**src/b58_pkg.sv**
```systemverilog
// shared constants, types and the character table of the base58 encoder
package b58_pkg;

	localparam int unsigned VALUE_W     = 32;
	localparam int unsigned CHAR_W      = 7;
	localparam int unsigned DIGIT_W     = 6;
	localparam int unsigned DIGITS_MAX  = 6;
	localparam int unsigned CNT_W       = $clog2(DIGITS_MAX + 1);
	localparam int unsigned IDX_W       = $clog2(DIGITS_MAX);
	localparam int unsigned RADIX       = 58;

	// v / 58 == (v >> 1) / 29 == ((v >> 1) * RECIP) >> RECIP_SHIFT for all 32-bit v
	localparam int unsigned RECIP_W     = 32;
	localparam logic [RECIP_W-1:0] RECIP = 32'd2369637129;
	localparam int unsigned RECIP_SHIFT = 36;
	localparam int unsigned PROD_W      = VALUE_W - 1 + RECIP_W;
	localparam int unsigned QUO_W       = PROD_W - RECIP_SHIFT;

	typedef enum logic [1:0] {
		ST_IDLE,
		ST_MUL,
		ST_SUB,
		ST_EMIT
	} b58_state_t;

	typedef struct packed {
		logic [QUO_W-1:0]   quo;
		logic [DIGIT_W-1:0] rem;
	} b58_div_res_t;

	typedef struct packed {
		logic               push;
		logic               pop;
		logic [DIGIT_W-1:0] digit;
	} b58_stk_ctl_t;

	typedef struct packed {
		logic [DIGIT_W-1:0] top;
		logic               single;
	} b58_stk_stat_t;

	// digits without 0, lowercase without l, uppercase without I and O
	function automatic logic [CHAR_W-1:0] digit_char(input logic [DIGIT_W-1:0] d);
		logic [CHAR_W-1:0] c;
		logic [CHAR_W-1:0] dx;
		dx = CHAR_W'(d);
		if (d < 6'd9)
			c = 7'h31 + dx;
		else if (d < 6'd20)
			c = 7'h61 + (dx - 7'd9);
		else if (d < 6'd34)
			c = 7'h6d + (dx - 7'd20);
		else if (d < 6'd42)
			c = 7'h41 + (dx - 7'd34);
		else if (d < 6'd47)
			c = 7'h4a + (dx - 7'd42);
		else if (d < 6'd58)
			c = 7'h50 + (dx - 7'd47);
		else
			c = 7'h31;
		return c;
	endfunction

endpackage

```
**src/b58_in_if.sv**
```systemverilog
// input channel: one identifier per item
interface b58_in_if;
	logic                          valid;
	logic                          ready;
	logic [b58_pkg::VALUE_W-1:0]   value;

	modport source (output valid, output value, input ready);
	modport sink   (input valid, input value, output ready);
endinterface

```
**src/b58_out_if.sv**
```systemverilog
// output channel: one base58 character per item
interface b58_out_if;
	logic                          valid;
	logic                          ready;
	logic [b58_pkg::CHAR_W-1:0]    char_code;
	logic                          last;

	modport source (output valid, output char_code, output last, input ready);
	modport sink   (input valid, input char_code, input last, output ready);
endinterface

```
**src/b58_div58.sv**
```systemverilog
// shared divide-by-58 unit: reciprocal multiply, then remainder on the next cycle
module b58_div58 (
	input  logic                          clk,
	input  logic                          ld,
	input  logic [b58_pkg::VALUE_W-1:0]   dividend,
	output b58_pkg::b58_div_res_t         res
);
	import b58_pkg::*;

	logic [PROD_W-1:0]    prod;
	logic [QUO_W-1:0]     quo_s1;
	logic [DIGIT_W-1:0]   dvd_lo_s1;
	logic [2*DIGIT_W-1:0] q58;

	assign prod = PROD_W'(dividend[VALUE_W-1:1]) * PROD_W'(RECIP);

	always_ff @(posedge clk) begin
		if (ld) begin
			quo_s1    <= prod[PROD_W-1 -: QUO_W];
			dvd_lo_s1 <= dividend[DIGIT_W-1:0];
		end
	end

	// remainder lies in 0..57, so the low bits of v - 58q suffice
	assign q58     = (2*DIGIT_W)'(quo_s1[DIGIT_W-1:0]) * (2*DIGIT_W)'(RADIX);
	assign res.quo = quo_s1;
	assign res.rem = dvd_lo_s1 - q58[DIGIT_W-1:0];

endmodule

```
**src/b58_digit_stack.sv**
```systemverilog
// digit stack: remainders pushed least significant first, popped most significant first
module b58_digit_stack (
	input  logic                    clk,
	input  logic                    arst_n,
	input  b58_pkg::b58_stk_ctl_t   ctl,
	output b58_pkg::b58_stk_stat_t  stat
);
	import b58_pkg::*;

	logic [DIGIT_W-1:0] mem_q [DIGITS_MAX];
	logic [CNT_W-1:0]   cnt_q;
	logic [CNT_W-1:0]   top_idx;

	always_ff @(posedge clk or negedge arst_n) begin
		if (!arst_n) begin
			cnt_q <= '0;
		end else if (ctl.push) begin
			cnt_q <= cnt_q + CNT_W'(1);
		end else if (ctl.pop) begin
			cnt_q <= cnt_q - CNT_W'(1);
		end
	end

	always_ff @(posedge clk) begin
		if (ctl.push) begin
			mem_q[cnt_q[IDX_W-1:0]] <= ctl.digit;
		end
	end

	assign top_idx     = (cnt_q == '0) ? '0 : cnt_q - CNT_W'(1);
	assign stat.top    = mem_q[top_idx[IDX_W-1:0]];
	assign stat.single = (cnt_q == CNT_W'(1));

endmodule

```
**src/base58_uid_encoder.sv**
```systemverilog
// top level: base58 encoder of 32-bit identifiers
// Each accepted identifier is turned into one to six ASCII base58 characters, most
// significant first, the final one flagged by last; zero gives the single character '1'.
// One identifier is in work at a time and req.ready is low until its last character is
// taken. A single divide-by-58 unit (a 31x32 reciprocal multiply, then a remainder step)
// yields one digit per pass through the multiply and subtract states, and the digits then
// leave one per cycle from a small stack while the receiver is ready.
module base58_uid_encoder (
	input  logic        clk,
	input  logic        arst_n,
	b58_in_if.sink      req,
	b58_out_if.source   rsp
);
	import b58_pkg::*;

	b58_state_t     state_q;
	b58_state_t     state_d;
	logic [VALUE_W-1:0] cur_q;
	logic           accept;
	logic           div_ld;
	b58_div_res_t   div_res;
	b58_stk_ctl_t   stk_ctl;
	b58_stk_stat_t  stk_stat;

	assign accept = req.valid && req.ready;

	b58_div58 u_div (
		.clk      (clk),
		.ld       (div_ld),
		.dividend (cur_q),
		.res      (div_res)
	);

	b58_digit_stack u_stack (
		.clk    (clk),
		.arst_n (arst_n),
		.ctl    (stk_ctl),
		.stat   (stk_stat)
	);

	always_ff @(posedge clk or negedge arst_n) begin
		if (!arst_n) begin
			state_q <= ST_IDLE;
		end else begin
			state_q <= state_d;
		end
	end

	always_ff @(posedge clk) begin
		if (accept) begin
			cur_q <= req.value;
		end else if (state_q == ST_SUB) begin
			cur_q <= VALUE_W'(div_res.quo);
		end
	end

	always_comb begin
		state_d       = state_q;
		req.ready     = 1'b0;
		rsp.valid     = 1'b0;
		div_ld        = 1'b0;
		stk_ctl.push  = 1'b0;
		stk_ctl.pop   = 1'b0;
		stk_ctl.digit = div_res.rem;
		case (state_q)
			ST_IDLE: begin
				req.ready = 1'b1;
				if (req.valid) begin
					state_d = ST_MUL;
				end
			end
			ST_MUL: begin
				div_ld  = 1'b1;
				state_d = ST_SUB;
			end
			ST_SUB: begin
				stk_ctl.push = 1'b1;
				// a zero quotient means this remainder was the leading digit
				state_d = (div_res.quo == '0) ? ST_EMIT : ST_MUL;
			end
			ST_EMIT: begin
				rsp.valid = 1'b1;
				if (rsp.ready) begin
					stk_ctl.pop = 1'b1;
					if (stk_stat.single) begin
						state_d = ST_IDLE;
					end
				end
			end
			default: begin
				state_d = ST_IDLE;
			end
		endcase
	end

	assign rsp.char_code = digit_char(stk_stat.top);
	assign rsp.last      = stk_stat.single;

endmodule

```
**src/flat_wrapper.sv**
```systemverilog
// flat-port wrapper written by rule: the top's interface ports become plain ports
module base58_uid_encoder_flat import b58_pkg::*;
  (clk, arst_n, req_valid, req_value, req_ready, rsp_valid, rsp_char_code, rsp_last, rsp_ready);
  b58_in_if req_i ();
  b58_out_if rsp_i ();
  input  logic clk;
  input  logic arst_n;
  input wire logic [$bits(req_i.valid)-1:0] req_valid;
  input wire logic [$bits(req_i.value)-1:0] req_value;
  output wire logic [$bits(req_i.ready)-1:0] req_ready;
  output wire logic [$bits(rsp_i.valid)-1:0] rsp_valid;
  output wire logic [$bits(rsp_i.char_code)-1:0] rsp_char_code;
  output wire logic [$bits(rsp_i.last)-1:0] rsp_last;
  input wire logic [$bits(rsp_i.ready)-1:0] rsp_ready;
  assign req_i.valid = req_valid;
  assign req_i.value = req_value;
  assign req_ready = req_i.ready;
  assign rsp_valid = rsp_i.valid;
  assign rsp_char_code = rsp_i.char_code;
  assign rsp_last = rsp_i.last;
  assign rsp_i.ready = rsp_ready;
  base58_uid_encoder u_core (.clk(clk), .arst_n(arst_n), .req(req_i), .rsp(rsp_i));
endmodule
```
**config.mk**
```make
export PLATFORM = sky130hd
export DESIGN_NAME = base58_uid_encoder_flat
export DESIGN_NICKNAME = d
export VERILOG_FILES = /design/src/b58_pkg.sv /design/src/b58_in_if.sv /design/src/b58_out_if.sv /design/src/b58_div58.sv /design/src/b58_digit_stack.sv /design/src/base58_uid_encoder.sv /design/src/flat_wrapper.sv
export SDC_FILE = /design/constraint.sdc
export NUM_CORES = 1
export LEC_CHECK = 0
export ABC_AREA = 1
export BUFFER_PORTS_ARGS = -buffer_cell sky130_fd_sc_hd__buf_2
export CAP_MARGIN = 15
export CORE_MARGIN = 2
export CORE_UTILIZATION = 40
export DETAILED_ROUTE_END_ITERATION = 12
export HOLD_SLACK_MARGIN = 0.08
export MAX_ROUTING_LAYER = met4
export PLACE_DENSITY = 0.56
export REMOVE_ABC_BUFFERS = 1
export SLEW_MARGIN = 15
export SYNTH_ARGS = -nofsm -noshare
export SYNTH_HDL_FRONTEND = slang
export SYNTH_HIERARCHICAL = 1
export SYNTH_SLANG_ARGS = --single-unit
```
**constraint.sdc**
```tcl
create_clock -name clk -period 7.5 [get_ports clk]
set_input_delay 1.5 -clock clk [delete_from_list [all_inputs] [get_ports clk]]
set_output_delay 1.5 -clock clk [all_outputs]
set_load 0.01 [all_outputs]
```
==> metrics <==
DRT antenna net count 0; RSZ-0062 raised after global routing false; I/O Buffers 45; Netlist cell types 47; WP data arrival just over 7 ns; Synthesis Warnings 6; synthesized instance count between 2000 and 3000; via count 17200; FF+latch count, synth 106; Longest Clk Path Bufs 2; DRT iter0 DRCs slightly below 1000; initial antenna violation count 0; setup_tns 0 ns; row cnt 88; die width roughly 240 um; status complete, no violations; GRT Resource Usage Total about 26%; die extent in y 245 um; vias in the first global route approximately 18000; worst-skew pair later-pin latency 0.39 ns; simple-gate share of the synthesized area approximately 16%; H-tree depth 3; CTS Root Cell clkbuf_16; xor/xnor share of the synthesized area less than 1%; register area share after synthesis roughly 14%; CTS tree yes; clock sinks around 110; Critical Path End Type register; area grow syn2layout 6.54%; DIE AREA between 0.05 and 0.06 mm^2; Post-CTS Resized 0; largest net degree at the start of global routing 39; first-pass GRT wire length 110000 um; Max Slew Vio Count 0; final setup violation count 0; final WL 71300 um; CP Max Fanout 3; final hold violations 0; CTS Buf Count 9; mux contribution to synthesized area approximately 1.1%; Max Fclk approximately 140 MHz; Pre-Repair DR Iteration Count 5; Reg clk slew, reported paths around 0.080 ns; worst hold path type reg2reg; Compound-Gate Fraction of Synth Area between 2 and 2.5%; I/O pin count between 40 and 50; mapped cell area between 0.02 and 0.025 mm^2; worst slew pin tran between 1 and 1.5 ns; total core area around 0.057 mm^2; layout cell share with drive strength beyond 1 under 10%; Top FF cell, synth edfxtp_1; Starting Density 40.3%; CP startpoint kind register; Max-Cap Viols 0; hold_buf cts 0; Period Utilization, post-route just over 90%; final worst path period need between 6 and 7 ns; Worst Skew 0.0126 ns; HPWL after detailed placement 63600 um; Synth Area in Adders between 50% and 60%; DRC 0; total gr overflow 0; largest family of logic cells by synthesized area adder cells; Worst EP required 7.63 ns; post-CTS setup buffer count 0; Mapped Avg Cell Area between 8 and 9 um^2; WL per Instance 19.9 um; Post-synth EDFFs a little over 100; vias per cell just under 5; routability cong. 0.980; n_diodes 0; critical path class reg2reg; Slew headroom 30.9%; number of nets in the layout around 3600; Async S/R FF share, synth 4.72%
-- sequential cells by signal, indices dropped and copies added (netlist names) --
signal                  count
u_core/u_stack/mem_q       36
u_core/cur_q               32
u_core/u_div/quo_s1        27
u_core/u_div/dvd_lo_s1      6
u_core/u_stack/cnt_q        3
u_core/state_q              2
-- Yosys cell counts, types with 3 or more instances --
cell type | number | area share, %
a21oi_1 | 60 | 1.3
a21oi_2 | 4 | 0.15
buf_2 | 4 | 0.086
buf_6 | 5 | 0.24
dfrtp_1 | 5 | 0.54
edfxtp_1 | 101 | 13
fa_1 | 355 | 31
ha_1 | 392 | 21
inv_1 | 866 | 14
inv_2 | 12 | 0.19
inv_4 | 3 | 0.081
mux2_2 | 22 | 1.1
nand2_1 | 562 | 9.1
nand2_2 | 19 | 0.51
nand3_1 | 81 | 1.7
nand4_1 | 15 | 0.40
nor2_1 | 126 | 2.0
nor2_2 | 10 | 0.27
nor2_4 | 8 | 0.39
nor3_1 | 11 | 0.24
nor3_2 | 5 | 0.22
nor4_1 | 6 | 0.16
o21ai_0 | 19 | 0.41
o21bai_1 | 7 | 0.23
or2_2 | 4 | 0.11
xnor2_1 | 6 | 0.23
xor2_1 | 11 | 0.42
-- worst max-delay path, stage by stage (launching register included) --
cell      delay (ns)
edfxtp_1        0.42
fa_1            0.69
inv_1           0.10
fa_1            0.53
inv_1           0.05
fa_1            0.49
inv_1           0.05
fa_1            0.47
inv_1           0.05
fa_1            0.50
inv_1           0.06
fa_1            0.53
inv_1           0.05
fa_1            0.53
inv_1           0.08
fa_1            0.50
inv_1           0.06
ha_1            0.32
nand2_1         0.14
nor2_1          0.21
inv_1           0.08
nor2_1          0.25
a21oi_1         0.11
nand2_1         0.15
nand2_1         0.10
nand3_1         0.07
nand2_1         0.10
-- metrics by stage --
stage | std cells | worst slack (ns) | hold slack, ns | cell area (um^2) | util, %
6_report | 3577 | 0.512 | 0.432 | 24700 | 43.0
5_1_grt | 3577 | 0.184 | 0.448 | 24700 | 43.0
4_1_cts | 3577 | 0.532 | 0.434 | 24700 | 43.0
3_5_place_dp | 3561 | 0.554 | 0.418 | 24400 | 42.5
3_3_place_gp | 3561 | 0.553 | 0.420 | 24400 | 42.5
2_1_floorplan | 2730 | 1.20 | 0.400 | 23100 | -
-- placed cells by master (no fill, tap or decap), types with 22 or more instances in the layout --
cell type / n
nand3_1: 81
ha_1: 392
mux2_2: 22
a21oi_1: 60
fa_1: 355
nor2_1: 126
inv_1: 865
edfxtp_1: 101
buf_2: 45
nand2_1: 560
-- layout make-up --
class | instances | area, um^2
Clock inverter | 7 | 45.0
Multi-Input combinational cell | 1743 | 16600
Tap cell | 765 | 957
Sequential cell | 106 | 3160
Clock buffer | 9 | 225
Timing Repair Buffer | 66 | 383
Inverter | 881 | 3310
Fill cell | 5849 | 32800
-- cells by family (layout without fill, tap and decap cells) --
kind of cell             after synthesis  in the layout
buffers and inverters                894            963
multiplexers                          22             22
adder cells (fa/ha/maj)              747            747
flip-flops                           106            106
AO/OA/AOI/OAI                        100            100
XOR/XNOR                              17             17
AND/OR/NAND/NOR                      857            857
-- layer usage --
| metal | track usage (%) | vias up | part of all wire [%] |
|---|---|---|---|
| met4 | 5.74 | 0 | 2.2 |
| met2 | 43.1 | 361 | 49 |
| li1 | - | 8261 | - |
| met5 | - | - | 0 |
| met1 | 33.5 | 8540 | 45 |
| met3 | 2.64 | 59 | 4.0 |
-- worst paths after layout --
path	startpoint	end	slack, ns	depth (start not counted)
worst max-delay path	u_core/cur_q[5]	u_core/u_div/quo_s1[9]	0.51	26
worst min-delay path	u_core/cur_q[0]	u_core/u_div/dvd_lo_s1[0]	0.43	0
worst max register to register	u_core/cur_q[5]	u_core/u_div/quo_s1[9]	0.51	26
worst min register to register	u_core/cur_q[0]	u_core/u_div/dvd_lo_s1[0]	0.43	0
max in group asynchronous	arst_n	u_core/state_q[1]	6.45	1
min in group asynchronous	arst_n	u_core/u_stack/cnt_q[0]	0.91	1
Power is left out: the tool's default activity adds up to more than one toggle a clock period on the data nets, which glitch-free logic cannot reach.
